==> src/rtl/core/pvd_pkg.sv <==
// ----------------------------------------------------------------------------
// pvd_pkg
// Shared types, constants and table functions of the 4-bit ADPCM block decoder.
// ----------------------------------------------------------------------------
package pvd_pkg;

	localparam int CHANNELS_DEF = 8;
	localparam int CH_W         = 3;
	localparam int CTX_IDX_W    = 4;
	localparam int SAMPLE_W     = 16;

	localparam logic [3:0] SHIFT_MAX    = 4'd12;
	localparam logic [3:0] SHIFT_SUBST  = 4'd9;
	localparam logic [3:0] FILTER_MAX   = 4'd4;
	localparam logic [3:0] POS_HEADER   = 4'd0;
	localparam logic [3:0] POS_FLAGS    = 4'd1;

	typedef logic signed [SAMPLE_W-1:0] sample_t;

	typedef struct packed {
		logic [3:0] pos;
		logic [3:0] shift;
		logic [2:0] filter;
		sample_t    hist1;
		sample_t    hist2;
	} ctx_rec_t;

	typedef struct packed {
		logic                 en;
		logic [CTX_IDX_W-1:0] idx;
		ctx_rec_t             rec;
	} ctx_wr_t;

	function automatic logic signed [7:0] coef_new(input logic [2:0] f);
		logic signed [7:0] c;
		unique case (f)
			3'd1:    c = 8'sd60;
			3'd2:    c = 8'sd115;
			3'd3:    c = 8'sd98;
			3'd4:    c = 8'sd122;
			default: c = 8'sd0;
		endcase
		return c;
	endfunction

	function automatic logic signed [7:0] coef_old(input logic [2:0] f);
		logic signed [7:0] c;
		unique case (f)
			3'd2:    c = -8'sd52;
			3'd3:    c = -8'sd55;
			3'd4:    c = -8'sd60;
			default: c = 8'sd0;
		endcase
		return c;
	endfunction

	function automatic logic [3:0] hdr_shift(input logic [3:0] nib);
		return (nib > SHIFT_MAX) ? SHIFT_SUBST : nib;
	endfunction

	function automatic logic [2:0] hdr_filter(input logic [3:0] nib);
		return (nib > FILTER_MAX) ? 3'd0 : nib[2:0];
	endfunction

endpackage

==> src/rtl/core/pvd_predict.sv <==
// ----------------------------------------------------------------------------
// pvd_predict
// Turns one nibble into a PCM sample from the block's shift and filter and
// the two previous samples of the channel, with saturation to 16 bits.
// ----------------------------------------------------------------------------
module pvd_predict (
	input  logic [3:0]       nibble,
	input  logic [3:0]       shift,
	input  logic [2:0]       filter,
	input  pvd_pkg::sample_t hist1,
	input  pvd_pkg::sample_t hist2,
	output pvd_pkg::sample_t sample
);

	logic [3:0]        sh_eff;
	logic [2:0]        f_eff;
	logic signed [3:0] nib_s;
	logic signed [16:0] scaled;
	logic signed [7:0] c_new;
	logic signed [7:0] c_old;
	logic signed [24:0] acc;
	logic signed [18:0] pred;
	logic signed [19:0] sum;

	always_comb begin
		sh_eff = (shift > pvd_pkg::SHIFT_MAX) ? pvd_pkg::SHIFT_MAX : shift;
		f_eff  = ({1'b0, filter} > pvd_pkg::FILTER_MAX) ? 3'd0 : filter;
		nib_s  = nibble;
		scaled = 17'(nib_s) <<< (pvd_pkg::SHIFT_MAX - sh_eff);
		c_new  = pvd_pkg::coef_new(f_eff);
		c_old  = pvd_pkg::coef_old(f_eff);
		acc    = 25'(hist1) * 25'(c_new) + 25'(hist2) * 25'(c_old) + 25'sd32;
		pred   = acc[24:6];
		sum    = 20'(scaled) + 20'(pred);
		if (sum > 20'sd32767) begin
			sample = 16'sh7FFF;
		end else if (sum < -20'sd32768) begin
			sample = 16'sh8000;
		end else begin
			sample = sum[15:0];
		end
	end

endmodule

==> src/rtl/core/pvd_ctx.sv <==
// ----------------------------------------------------------------------------
// pvd_ctx
// Per-channel decoder context: block position, shift, filter and the two
// most recent samples. One read port and one write port.
// ----------------------------------------------------------------------------
module pvd_ctx #(
	parameter int CHANNELS = pvd_pkg::CHANNELS_DEF
) (
	input  logic                             clk,
	input  logic                             arst_n,
	input  logic [pvd_pkg::CTX_IDX_W-1:0]    rd_idx,
	output pvd_pkg::ctx_rec_t                rd_rec,
	input  pvd_pkg::ctx_wr_t                 wr
);

	localparam int IDX_W = (CHANNELS > 1) ? $clog2(CHANNELS) : 1;

	pvd_pkg::ctx_rec_t ctx_q [CHANNELS];

	assign rd_rec = ctx_q[rd_idx[IDX_W-1:0]];

	always_ff @(posedge clk or negedge arst_n) begin
		if (!arst_n) begin
			for (int i = 0; i < CHANNELS; i++) begin
				ctx_q[i] <= '0;
			end
		end else if (wr.en) begin
			ctx_q[wr.idx[IDX_W-1:0]] <= wr.rec;
		end
	end

endmodule

==> src/rtl/core/ps_adpcm_vag_decoder_unit.sv <==
// A data byte waits in the input stage register; its first, then its second sample
// pass through the shared predictor into the output register, and a stalled output
// holds either back. Header, flags and absent-channel bytes give no sample and do not
// wait on the output. A new byte is accepted as the previous one is consumed.
// Reset clears every channel's history, block position, shift and filter at once.
// ----------------------------------------------------------------------------
// ps_adpcm_vag_decoder_unit
// Multi-channel 4-bit ADPCM block decoder: one byte in, up to two samples out.
// ----------------------------------------------------------------------------
module ps_adpcm_vag_decoder_unit #(
	parameter int CHANNELS = pvd_pkg::CHANNELS_DEF
) (
	input  logic        clk,
	input  logic        arst_n,
	input  logic        s_axis_tvalid,
	output logic        s_axis_tready,
	input  logic [15:0] s_axis_tdata,   // channel[2:0], in_byte[10:3], zeros
	input  logic        s_axis_tuser,   // restart
	output logic        m_axis_tvalid,
	input  logic        m_axis_tready,
	output logic [23:0] m_axis_tdata,   // out_channel[2:0], sample[18:3], zeros
	output logic        m_axis_tlast
);

	logic                       v_s1;
	logic [pvd_pkg::CH_W-1:0]   ch_s1;
	logic [7:0]                 byte_s1;
	logic                       rst_s1;
	logic                       ph_q;

	logic                       o_valid_q;
	logic [pvd_pkg::CH_W-1:0]   o_ch_q;
	pvd_pkg::sample_t           o_sample_q;
	logic                       o_last_q;

	logic [pvd_pkg::CTX_IDX_W-1:0] idx;
	pvd_pkg::ctx_rec_t          rd_rec;
	pvd_pkg::ctx_rec_t          cur;
	pvd_pkg::ctx_wr_t           wr;
	pvd_pkg::sample_t           smp;
	logic                       ch_ok;
	logic                       cleared;
	logic                       is_data;
	logic                       out_free;
	logic                       step;
	logic                       consume;
	logic                       in_acc;
	logic [3:0]                 nibble;

	assign in_acc   = s_axis_tvalid && s_axis_tready;
	assign idx      = pvd_pkg::CTX_IDX_W'(ch_s1);
	assign ch_ok    = 5'(ch_s1) < 5'(CHANNELS);
	assign cleared  = rst_s1 && !ph_q;
	assign cur      = cleared ? '0 : rd_rec;
	assign is_data  = ph_q || ((cur.pos != pvd_pkg::POS_HEADER) &&
	                           (cur.pos != pvd_pkg::POS_FLAGS));
	assign out_free = !o_valid_q || m_axis_tready;
	assign step     = v_s1 && ch_ok && is_data && out_free;
	assign consume  = v_s1 && (!ch_ok || !is_data || (ph_q && out_free));
	assign nibble   = ph_q ? byte_s1[7:4] : byte_s1[3:0];

	assign s_axis_tready = !v_s1 || consume;

	pvd_ctx #(
		.CHANNELS(CHANNELS)
	) u_ctx (
		.clk    (clk),
		.arst_n (arst_n),
		.rd_idx (idx),
		.rd_rec (rd_rec),
		.wr     (wr)
	);

	pvd_predict u_predict (
		.nibble (nibble),
		.shift  (cur.shift),
		.filter (cur.filter),
		.hist1  (cur.hist1),
		.hist2  (cur.hist2),
		.sample (smp)
	);

	always_comb begin
		wr.en  = v_s1 && ch_ok && (!is_data || out_free);
		wr.idx = idx;
		wr.rec = cur;
		if (!is_data) begin
			wr.rec.pos = cur.pos + 4'd1;
			if (cur.pos == pvd_pkg::POS_HEADER) begin
				wr.rec.shift  = pvd_pkg::hdr_shift(byte_s1[3:0]);
				wr.rec.filter = pvd_pkg::hdr_filter(byte_s1[7:4]);
			end
		end else begin
			wr.rec.hist2 = cur.hist1;
			wr.rec.hist1 = smp;
			if (!ph_q) begin
				wr.rec.pos = cur.pos + 4'd1;
			end
		end
	end

	always_ff @(posedge clk or negedge arst_n) begin
		if (!arst_n) begin
			v_s1 <= 1'b0;
			ph_q <= 1'b0;
		end else begin
			if (in_acc) begin
				v_s1 <= 1'b1;
			end else if (consume) begin
				v_s1 <= 1'b0;
			end
			if (consume) begin
				ph_q <= 1'b0;
			end else if (step) begin
				ph_q <= 1'b1;
			end
		end
	end

	always_ff @(posedge clk) begin
		if (in_acc) begin
			ch_s1   <= s_axis_tdata[2:0];
			byte_s1 <= s_axis_tdata[10:3];
			rst_s1  <= s_axis_tuser;
		end
	end

	always_ff @(posedge clk or negedge arst_n) begin
		if (!arst_n) begin
			o_valid_q <= 1'b0;
		end else if (step) begin
			o_valid_q <= 1'b1;
		end else if (m_axis_tready) begin
			o_valid_q <= 1'b0;
		end
	end

	always_ff @(posedge clk) begin
		if (step) begin
			o_ch_q     <= ch_s1;
			o_sample_q <= smp;
			o_last_q   <= ph_q;
		end
	end

	assign m_axis_tvalid = o_valid_q;
	assign m_axis_tdata  = {5'd0, o_sample_q, o_ch_q};
	assign m_axis_tlast  = o_last_q;

endmodule

==> config.mk <==
export PLATFORM = sky130hd
export DESIGN_NAME = ps_adpcm_vag_decoder_unit
export DESIGN_NICKNAME = d
export VERILOG_FILES = /design/src/rtl/core/pvd_pkg.sv /design/src/rtl/core/pvd_predict.sv /design/src/rtl/core/pvd_ctx.sv /design/src/rtl/core/ps_adpcm_vag_decoder_unit.sv
export SDC_FILE = /design/constraint.sdc
export NUM_CORES = 1
export LEC_CHECK = 0
export BUFFER_PORTS_ARGS = -buffer_cell sky130_fd_sc_hd__buf_2
export CAP_MARGIN = 40
export CORE_MARGIN = 4
export CORE_UTILIZATION = 58
export CTS_CLUSTER_SIZE = 28
export DETAILED_ROUTE_END_ITERATION = 8
export PLACE_DENSITY_LB_ADDON = 0.1
export SETUP_SLACK_MARGIN = 0.2
export SYNTH_ARGS = -nofsm -noshare
export SYNTH_HDL_FRONTEND = slang
export SYNTH_SLANG_ARGS = --single-unit
==> constraint.sdc <==
create_clock -name clk -period 9.36 [get_ports clk]
set_input_delay 0.468 -clock clk [delete_from_list [all_inputs] [get_ports clk]]
set_output_delay 0.468 -clock clk [all_outputs]
set_load 0.05 [all_outputs]
# Word-level counts from Yosys, hierarchy flattened
# Index checks and enable logic that the tools add are counted.
[op_classes]
n_addsub = 5
multipliers = 2
div = 0
magnitude_cmp = 8
eq_ne = 5
shift = 1
muxes = 27
bitwise = 1
n_reduce_logical = 23
[op_table]
columns = ["operator", "count"]
rows = [
  ["bitwise mux 344 bit", 1],
  ["two-way mux 43 bit", 4],
  ["binary-select mux 43 bit (select 3 bit)", 1],
  ["demux 43 bit (select 3 bit)", 1],
  ["multiplier 16 x 8 -> 24 bit", 2],
  ["two-way mux 16 bit", 2],
  ["two-way mux 32 bit", 1],
  ["one-hot mux 7 bit (4 select lines)", 1],
  ["adder 25 bit", 1],
  ["adder 25 x 7 -> 25 bit, second input constant", 1],
  ["one-hot mux 8 bit (3 select lines)", 1],
  ["adder 17 x 19 -> 20 bit", 1],
  ["> comparator 20 x 16 -> 1 bit, second input constant", 1],
  ["< comparator 20 x 16 -> 1 bit, second input constant", 1],
  ["two-way mux 4 bit", 5],
  ["<<< shifter 4 x 4 -> 17 bit", 1],
  ["two-way mux 7 bit", 2],
  ["logical AND 1 bit", 9],
  ["> comparator 4 bit, second input constant", 2],
  ["equality test 3 x 2 -> 1 bit, second input constant", 2],
  ["two-way mux 1 bit", 6],
  ["two-way mux 3 bit", 2],
  ["nonzero test 2 bit", 3],
  ["logical OR 1 bit", 5],
  ["other kinds (13)", 16],
]
[word_totals]
ff_bits = 379
latch_bits = 0
mem_bits_rw = 0
mem_bits_ro = 0
inputBits = 21
elab_cells = 121
memories = 0

# Depth between registers and ports, before layout
# Gate-level depths: netlist (run 1).
[depth]
word_depth = 18
depth_mapped = 51
depth_no_buf = 44

# By module
# A second synthesis (run 1) with hierarchy kept.
[hier_totals]
cells_unflattened = 2178
hier_area_um2 = 27117.3
[modules_own_cells]
columns = ["mod", "instances", "cells_per_inst", "area_per_inst_um2"]
rows = [
  ["pvd_ctx", 1, 889, 15584.9],
  ["pvd_predict", 1, 1045, 9118.7],
  ["ps_adpcm_vag_decoder_unit", 1, 244, 2413.6],
]

# Least setup slack after synthesis (run 1)
# No wires, ideal clock.
[synth_timing]
kind = "register to register"
from = "reg ch_s1[2] (netlist bit)"
to = "reg o_sample_q[7] (data pin)"
setup_ps = 134
arrival_ps = 10217
required_ps = 9226
setup_slack_ps = -990
path_stages_with_launch = 43
path_buffers = 9
period_less_slack_ps = 10350
path_cell_list = "edfxtp_1 > buf_2 > buf_2 > buf_2 > buf_2 > nor2_1 > a221oi_1 > or3_1 > clkbuf_1 > and2_1 > clkbuf_1 > nor2_1 > fa_1 > fa_1 > fa_1 > inv_1 > fa_1 > inv_1 > (+7 left out) > inv_1 > a311oi_1 > o2111ai_1 > a21boi_0 > o21ai_0 > a21boi_0 > xor2_1 > ha_1 > clkbuf_1 > o21a_1 > o21ai_0 > o21a_1 > o211ai_1 > o41ai_4 > buf_4 > buf_2 > nand2_1 > nand2_1"
[synth_via]
elab_chain_len = 16
word_cells_on_any_way = 26
classes_between = "4 x add/sub; 2 x mul; 4 x order compare; 4 x eq/ne; 1 x shift; 10 x mux; 1 x bitwise"
[synth_lines]
columns = ["element", "line", "text"]
rows = [
  ["from (decl)", "ps_adpcm_vag_decoder_unit.sv:26", "logic [pvd_pkg::CH_W-1:0] ch_s1;"],
  ["from (signal assigned)", "ps_adpcm_vag_decoder_unit.sv:122", "ch_s1 <= s_axis_tdata[2:0];"],
  ["inverter 3 -> 4 bit (implied by the code) *", "pvd_ctx.sv:20", "assign rd_rec = ctx_q[rd_idx[IDX_W-1:0]];"],
  ["binary-select mux 43 bit (select 3 bit) *", "pvd_ctx.sv:20", ""],
  ["two-way mux 43 bit (implied by the code) * (2 in series)", "pvd_ctx.sv:20", ""],
  ["two-way mux 43 bit *", "ps_adpcm_vag_decoder_unit.sv:54", "assign cur = cleared ? '0 : rd_rec;"],
  ["> comparator 3 bit", "pvd_predict.sv:27", "f_eff = ({1'b0, filter} > pvd_pkg::FILTER_MAX) ? 3'd0 : filter;"],
  ["two-way mux 3 bit", "pvd_predict.sv:27", ""],
  ["equality test 3 bit (tied with other cells)", "pvd_pkg.sv:36, pvd_pkg.sv:48", ""],
  ["one-hot mux 7 bit (4 select lines) / one-hot mux 8 bit (3 select lines) (equally long branches)", "pvd_pkg.sv:36, pvd_pkg.sv:48", ""],
  ["multiplier 16 x 8 -> 24 bit", "pvd_predict.sv:32", "acc = 25'(hist1) * 25'(c_new) + 25'(hist2) * 25'(c_old) + 25'sd32;"],
  ["adder 25 bit", "pvd_predict.sv:32", ""],
  ["adder 25 x 7 -> 25 bit", "pvd_predict.sv:32", ""],
  ["adder 17 x 19 -> 20 bit *", "pvd_predict.sv:34", "sum = 20'(scaled) + 20'(pred);"],
  ["< comparator 20 x 16 -> 1 bit", "pvd_predict.sv:37", "end else if (sum < -20'sd32768) begin"],
  ["two-way mux 16 bit", "pvd_predict.sv:37", ""],
  ["two-way mux 16 bit *", "pvd_predict.sv:35", "if (sum > 20'sd32767) begin"],
  ["via smp[7]", "ps_adpcm_vag_decoder_unit.sv:40", "pvd_pkg::sample_t smp;"],
  ["to (signal assigned)", "ps_adpcm_vag_decoder_unit.sv:141", "o_sample_q <= smp;"],
  ["to (decl)", "ps_adpcm_vag_decoder_unit.sv:33", "pvd_pkg::sample_t o_sample_q;"],
]
# Mark *: on every way through the listed nets, which the timed path passes. The rest lies on a longest branch. The select of a mux whose other input is x is not followed.
# A chain may end at the register's enable or synchronous reset.

# Worst setup path after layout (run 1)
[layout_timing]
from = "reg ch_s1[1] (netlist bit)"
to = "reg u_ctx.ctx_q[59] (netlist bit)"
[layout_via]
elab_chain_len = 18
word_cells_on_any_way = 40
classes_between = "4 x add/sub; 2 x mul; 6 x order compare; 5 x eq/ne; 1 x shift; 14 x mux; 1 x bitwise; 7 x reduce/logical"
[layout_lines]
columns = ["element", "line", "text"]
rows = [
  ["inverter 3 -> 4 bit (implied by the code) *", "pvd_ctx.sv:20, pvd_ctx.sv:28", ""],
  ["binary-select mux 43 bit (select 3 bit)", "pvd_ctx.sv:20", ""],
  ["two-way mux 43 bit (implied by the code) (2 in series)", "pvd_ctx.sv:20", ""],
  ["two-way mux 43 bit", "ps_adpcm_vag_decoder_unit.sv:54", ""],
  ["> comparator 3 bit", "pvd_predict.sv:27", ""],
  ["two-way mux 3 bit", "pvd_predict.sv:27", ""],
  ["equality test 3 bit (tied with other cells)", "pvd_pkg.sv:36, pvd_pkg.sv:48", ""],
  ["one-hot mux 7 bit (4 select lines) / one-hot mux 8 bit (3 select lines) (equally long branches)", "pvd_pkg.sv:36, pvd_pkg.sv:48", ""],
  ["multiplier 16 x 8 -> 24 bit", "pvd_predict.sv:32", ""],
  ["adder 25 bit", "pvd_predict.sv:32", ""],
  ["adder 25 x 7 -> 25 bit", "pvd_predict.sv:32", ""],
  ["adder 17 x 19 -> 20 bit", "pvd_predict.sv:34", ""],
  ["< comparator 20 x 16 -> 1 bit", "pvd_predict.sv:37", ""],
  ["two-way mux 16 bit", "pvd_predict.sv:37", ""],
  ["two-way mux 16 bit", "pvd_predict.sv:35", ""],
  ["two-way mux 32 bit", "ps_adpcm_vag_decoder_unit.sv:87", "if (!is_data) begin"],
  ["bitwise mux 344 bit", "pvd_ctx.sv:28", "ctx_q[wr.idx[IDX_W-1:0]] <= wr.rec;"],
  ["to (signal, indexed assignment)", "pvd_ctx.sv:28", ""],
  ["to (decl)", "pvd_ctx.sv:18", "pvd_pkg::ctx_rec_t ctx_q [CHANNELS];"],
]
# Every way passes the cells marked *; elsewhere a longest branch is shown, timed or not. The select of a mux whose other input is x is not followed.

==> results.toml, run 1 <==
[timing]
skew_ns = 0.03427
setup_ws_ns = -0.5734
slew_viol_final = 0
finalSetupViolCount = 144
relSlewSlack_pct = 33.95
period_minus_slack_ns = 9.933
tns_ns = -70.31
rsz0062_at_grt = "yes"
finalCritPeriodShare_pct = 106.1
hold_viol = 32
worstMarginPinSlew_ns = 0.9907
hold_ws_ns = -0.05138
max_freq_ghz = 0.1007

[placed_design]
gp_congestion = 0.9503
dp.cells = 3950
portBuffers = 37
place_ws_ns = -0.7505
hpwl_microns = 63060

[worst_setup_path]
r2r_cells = 43
r2r-start = "ch_s1[1]"
startpoint_type = "flip-flop"
endpoint = "u_ctx.ctx_q[59]"
cp.arrival_ns = 10.37
path_class = "flip-flop to flip-flop"
reg2reg_slack_ns = -0.57
critical-path-slowest-cell = "fa_1"
critPathRequiredTime_ns = 9.80
cp-end-kind = "flip-flop"
crit_start = "ch_s1[1]"
critPathMaxStageDelay_ns = 0.49
path_common_cell = "buf_4"
cp_max_fo = 11
regToRegEndpoint = "u_ctx.ctx_q[59]"

[clocking]
h-tree-depth = 2
clock_latency_ns = 0.58
clock_sinks = 379
postCtsHoldBufs = 0
cts_max_path_buffers = 3
clk_pin_slew_ns = 0.06
cts_tree = "yes"
cts-root-buf = "clkbuf_16"
cts_buffers = 40

[synthesis]
synth-edff-count = 32
ys_seq_area_share_pct = 35.40
yosys_warnings = 0
ys_async_sr_fraction_pct = 91.56
yosys_most_used_dff = "dfrtp_1"
netlist_instances = 3008
yosys.area.top_type = "dfrtp_1"
synth_area_per_cell_sq_um = 9.058
ys_ff_latch = 379
syn_area_sq_mm = 0.02725
synthDistinctLibCells = 72
synth.area.top_cells = "dfrtp_1 32%, fa_1 10%, ha_1 8.9%, nand2_1 7.0%, o21ai_0 5.5%"
synth_top_area_share_pct = 31.87

[run]
cap_viol_max_count = 0

[final_layout]
final_layout_size_suffix_gt1_share_pct = 31.82
syn_to_final_growth_pct = 30.37
layout.cells.non_filler = 4108
layout_common_cells = "491 x buf_4, 484 x nand2_1, 347 x dfrtp_1"
antenna_cells = 0
fill_cells = 3161
nNetsFinal = 3823
layout_commonest_cell = "buf_4"

[drt]
num_vias = 24920
wirelength_microns = 90160
post-route-drc-count = 0
drtIter0Drc = 2452
first_pass_iters = 6
post_drt_wl_per_cell_microns = 21.95
ant_nets = 0
vias_per_cell = 6.065

[global_routing]
grt_use_total_pct = 35.09
grt_pass1_wl_microns = 139500
grt_max_degree = 121
antenna_found_initial = 1
overflow = 0
grt_pass1_vias = 25770

[floorplan]
io_pins = 48
die_x_microns = 224.7
row_count = 79
dieHeight_microns = 224.7
start_util_pct = 58.65
die_area_sq_mm = 0.05051
core_sq_mm = 0.04646

[outcome]
outcome = "finished, violations left"
violations = "negative hold slack, negative setup slack"

[min_path]
min-delay-path-class = "input pin to asynchronous set/reset pin"
## stage by stage
stage	util (%)	area, sq um	hold WS (ns)
after global placement	67.68	31440	0.4551
final	76.46	35520	-0.05138
after floorplan	-	27730	0.1724
after detailed placement	67.96	31570	0.4640
after CTS	74.51	34610	0.02279
after global routing	76.46	35520	0.04438
## final cells by class
| class | count | area (sq um) | area share, % |
|---|---|---|---|
| Tap cell | 607 | 759.5 | 2.138 |
| Sequential cell | 379 | 9644 | 27.15 |
| Clock buffer | 50 | 1100 | 3.096 |
| Clock inverter | 22 | 324.1 | 0.9123 |
| Inverter | 254 | 957.2 | 2.695 |
| Timing Repair Buffer | 592 | 4835 | 13.61 |
| Multi-Input combinational cell | 2204 | 17900 | 50.40 |
## worst min path at each step
stage                     depth (start not counted)  slack (ns)                to              from
after detailed placement                          2        0.46  u_ctx.ctx_q[170]  u_ctx.ctx_q[170]
after CTS                                         1        0.02  u_ctx.ctx_q[309]            arst_n
after global placement                            2        0.46   u_ctx.ctx_q[84]   u_ctx.ctx_q[84]
after floorplan                                   0        0.17     m_axis_tvalid            arst_n
after global routing                              1        0.04    u_ctx.ctx_q[8]            arst_n
final                                             1       -0.05  u_ctx.ctx_q[223]            arst_n
## routing by layer
| metal | wire (microns) | up-vias | global-route usage (%) | share of wire (%) |
|---|---|---|---|---|
| met4 | 4441 | 2 | 15.02 | 4.9 |
| met3 | 8050 | 321 | 7.113 | 8.9 |
| li1 | - | 11180 | - | - |
| met2 | 42130 | 1186 | 57.17 | 47 |
| met5 | 8 | - | 0 | 0.0089 |
| met1 | 35520 | 12230 | 46.13 | 39 |
## worst max-delay path, delay by kind of cell, from the launching register on
family | cells | cell delay (ns)
AOI/OAI and AO/OA | 13 | 3.00
xor gates and xnor gates | 1 | 0.16
adders and majority gates | 8 | 2.71
buffers and inverters | 16 | 2.43
DFF | 1 | 0.41
and+or+nand+nor | 5 | 1.05
## registers in the layout, summed over array words and instances, names as in the netlist
| signal | count |
|---|---|
| byte_s1 | 8 |
| ch_s1 | 3 |
| m_axis_tlast | 1 |
| m_axis_tvalid | 1 |
| o_ch_q | 3 |
| o_sample_q | 16 |
| ph_q | 1 |
| rst_s1 | 1 |
| u_ctx.ctx_q | 344 |
| v_s1 | 1 |
## cell usage after synthesis (6+ instances only)
cell type    n
mux2_2      75
o21a_1      12
nor3_1      32
o21bai_1     7
inv_1      253
a211oi_1     7
o22ai_1     19
nand4_1      8
a21o_1      17
buf_4        6
o21ai_1     63
o31ai_1     20
xor2_1      19
edfxtp_1    32
a21oi_1     92
nand2b_1    19
a211oi_2    10
a22oi_1     18
o21ai_0    298
nor2b_1     13
mux4_2      21
and3_1      16
or3_1        8
dfrtp_1    347
fa_1       138
o211ai_1    16
or2_2       32
a221oi_1    44
a2111oi_0    6
ha_1       193
a31oi_1     16
nor2_1     268
buf_2       34
xnor2_1     53
clkbuf_1   127
and2_1      15
buf_1        8
nand2_1    506
mux2i_1     43
a221o_1      7
nand3_1     18
## logic make-up (layout without fill, tap and decap cells)
group / after synthesis / in the layout / synth area share [%]
adders and majority gates: 331 / 331 / 19.00
xor gates and xnor gates: 72 / 72 / 2.314
and+or+nand+nor: 946 / 946 / 14.45
DFF: 379 / 379 / 35.40
buffers and inverters: 429 / 918 / 6.149
AOI/OAI and AO/OA: 711 / 711 / 16.27
muxes: 139 / 139 / 6.415
other: 1 / 5 / 0.01376
## what timing repair did
| action | CTS | global route |
|---|---|---|
| hold endpoints to repair | 0 | 0 |
| pin swaps | 126 | 65 |
| setup buffers | 52 | 29 |
| setup endpoints to repair | 144 | 144 |
| cloned | 4 | 0 |
| gates resized for setup | 273 | 154 |
Power of run 1 is not shown: default switching activity piles up to over one toggle a cycle in this logic, so the estimate is an artifact.
==> inputs of run 2 (changes only) <==
--- a/config.mk
+++ b/config.mk
@@ -8,7 +8,7 @@
 export BUFFER_PORTS_ARGS = -buffer_cell sky130_fd_sc_hd__buf_2
 export CAP_MARGIN = 40
 export CORE_MARGIN = 4
-export CORE_UTILIZATION = 58
+export CORE_UTILIZATION = 60
 export CTS_CLUSTER_SIZE = 28
 export DETAILED_ROUTE_END_ITERATION = 8
 export PLACE_DENSITY_LB_ADDON = 0.1
==> constraint.sdc (replaced) <==
create_clock -name clk -period 9.7 [get_ports clk]
set_input_delay 0.485 -clock clk [delete_from_list [all_inputs] [get_ports clk]]
set_output_delay 0.485 -clock clk [all_outputs]
set_load 0.05 [all_outputs]
==> run 2 against run 1 <==
Effect of this change: the flow finishes with violations (negative setup slack); cell area down 1.6%; final cell count down 2.1%; non-clock buffer count down 65; die area down 3.2%; wire length down 1.0%.
==> results.toml, run 2 (synthesized netlist as in run 1, its figures left out) <==
[outcome]
outcome = "finished, violations left"
violations = "negative setup slack"

[timing]
max_freq_ghz = 0.1008
finalCritPeriodShare_pct = 102.3
finalSetupViolCount = 120
hold_viol = 0
skew_ns = 0.01153
relSlewSlack_pct = 4.039
rsz0062_at_grt = "yes"
period_minus_slack_ns = 9.921
hold_ws_ns = 0.001767
slew_viol_final = 0
worstMarginPinSlew_ns = 1.434
setup_ws_ns = -0.2211

[clocking]
cts_buffers = 39
cts_tree = "yes"
cts-root-buf = "clkbuf_16"
postCtsHoldBufs = 0
clock_sinks = 379
clk_pin_slew_ns = 0.06
h-tree-depth = 2
cts_max_path_buffers = 3
clock_latency_ns = 0.54

[global_routing]
antenna_found_initial = 0
grt_pass1_wl_microns = 136700
overflow = 0
grt_use_total_pct = 34.88
grt_pass1_vias = 24960
grt_max_degree = 178

[final_layout]
top_regs = "u_ctx.ctx_q x344, o_sample_q x16, byte_s1 x8"
layout_commonest_cell = "nand2_1"
nNetsFinal = 3757
largest_register_ffs = 344
syn_to_final_growth_pct = 28.23
layout_common_cells = "500 x nand2_1, 421 x buf_4, 347 x dfrtp_1"
final_layout_size_suffix_gt1_share_pct = 29.90
largest-register = "u_ctx.ctx_q"
antenna_cells = 0

[worst_setup_path]
path_common_cell = "buf_4"
critPathRequiredTime_ns = 10.17
cp_max_fo = 11
cp-end-kind = "flip-flop"
cp.arrival_ns = 10.39
critPathMaxStageDelay_ns = 0.54
path_class = "flip-flop to flip-flop"
cp_num_buf_inv = 12
critical_path.top_delay_family = "adder cells"
critical-path-slowest-cell = "fa_1"
reg2reg_slack_ns = -0.22
startpoint_type = "flip-flop"

[placed_design]
portBuffers = 37
gp_congestion = 0.9524
hpwl_microns = 62780

[drt]
post-route-drc-count = 0
num_vias = 24540
vias_per_cell = 6.104
post_drt_wl_per_cell_microns = 22.20
first_pass_iters = 5
drtIter0Drc = 2323
wirelength_microns = 89250
ant_nets = 0

[floorplan]
die_area_sq_mm = 0.04889
core_sq_mm = 0.04451
dieHeight_microns = 221.1
row_count = 77
die_x_microns = 221.1
io_pins = 48
start_util_pct = 61.22

[min_path]
min-delay-path-class = "input pin to asynchronous set/reset pin"

[run]
cap_viol_max_count = 0
-- run 2: cell types whose count changed in the layout (fill, tap and decap cells not counted), moves of 6 or more --
cell | before | now
buf_4 | 491 | 421
nand2_1 | 484 | 500
o21ai_2 | 76 | 91
o21ai_1 | 47 | 33
nand2_2 | 17 | 4
mux2_2 | 66 | 59
mux2_4 | 9 | 16
nor2_4 | 22 | 15
xnor2_1 | 40 | 47
o31ai_1 | 9 | 3
o31ai_4 | 3 | 9
-- run 2: layer usage --
| metal | global-route usage (%) | share of wire, % |
|---|---|---|
| met4 | 14.74 | 4.7 |
| met1 | 46.60 | 40 |
| met3 | 5.844 | 8.0 |
| met2 | 57.04 | 47 |
| met5 | 0 | 0 |
-- run 2: final timing paths --
kind,startpoint,to,depth (start not counted)
min,arst_n,u_ctx.ctx_q[40],1
min reg2reg,u_ctx.ctx_q[168],u_ctx.ctx_q[168],2
max,ch_s1[2],u_ctx.ctx_q[73],43
max reg2reg,ch_s1[2],u_ctx.ctx_q[73],43
max in group asynchronous,arst_n,u_ctx.ctx_q[160],2
min in group clk,s_axis_tuser,rst_s1,1
-- run 2: area by class of cell --
class	count	area, sq um
Clock inverter	6	86.33
Timing Repair Buffer	527	4388
Sequential cell	379	9644
Clock buffer	58	1191
Multi-Input combinational cell	2204	17930
Inverter	254	955.9
Fill cell	2971	9572
Tap cell	592	740.7
-- run 2: through the flow --
step	worst slack, ns	instances	setup TNS (ns)	utilization [%]	instance area, sq um
6_report	-0.2211	4020	-15.81	78.50	34940
3_3_place_gp	-0.2543	3885	-23.59	69.73	31040
4_1_cts	-0.1103	3996	-1.943	75.96	33810
2_1_floorplan	0.2117	3012	0	-	27550
5_1_grt	-0.5658	4020	-66.09	78.50	34940
3_5_place_dp	-0.6834	3890	-77.53	69.83	31080
-- run 2: repair_timing --
item / CTS / global route
resized for setup: 235 / 214
endpoints found under the setup margin: 144 / 144
pin swaps: 110 / 161
setup buffers: 39 / 20
gates cloned: 3 / 1
Power of run 2 is left out for the same reason.
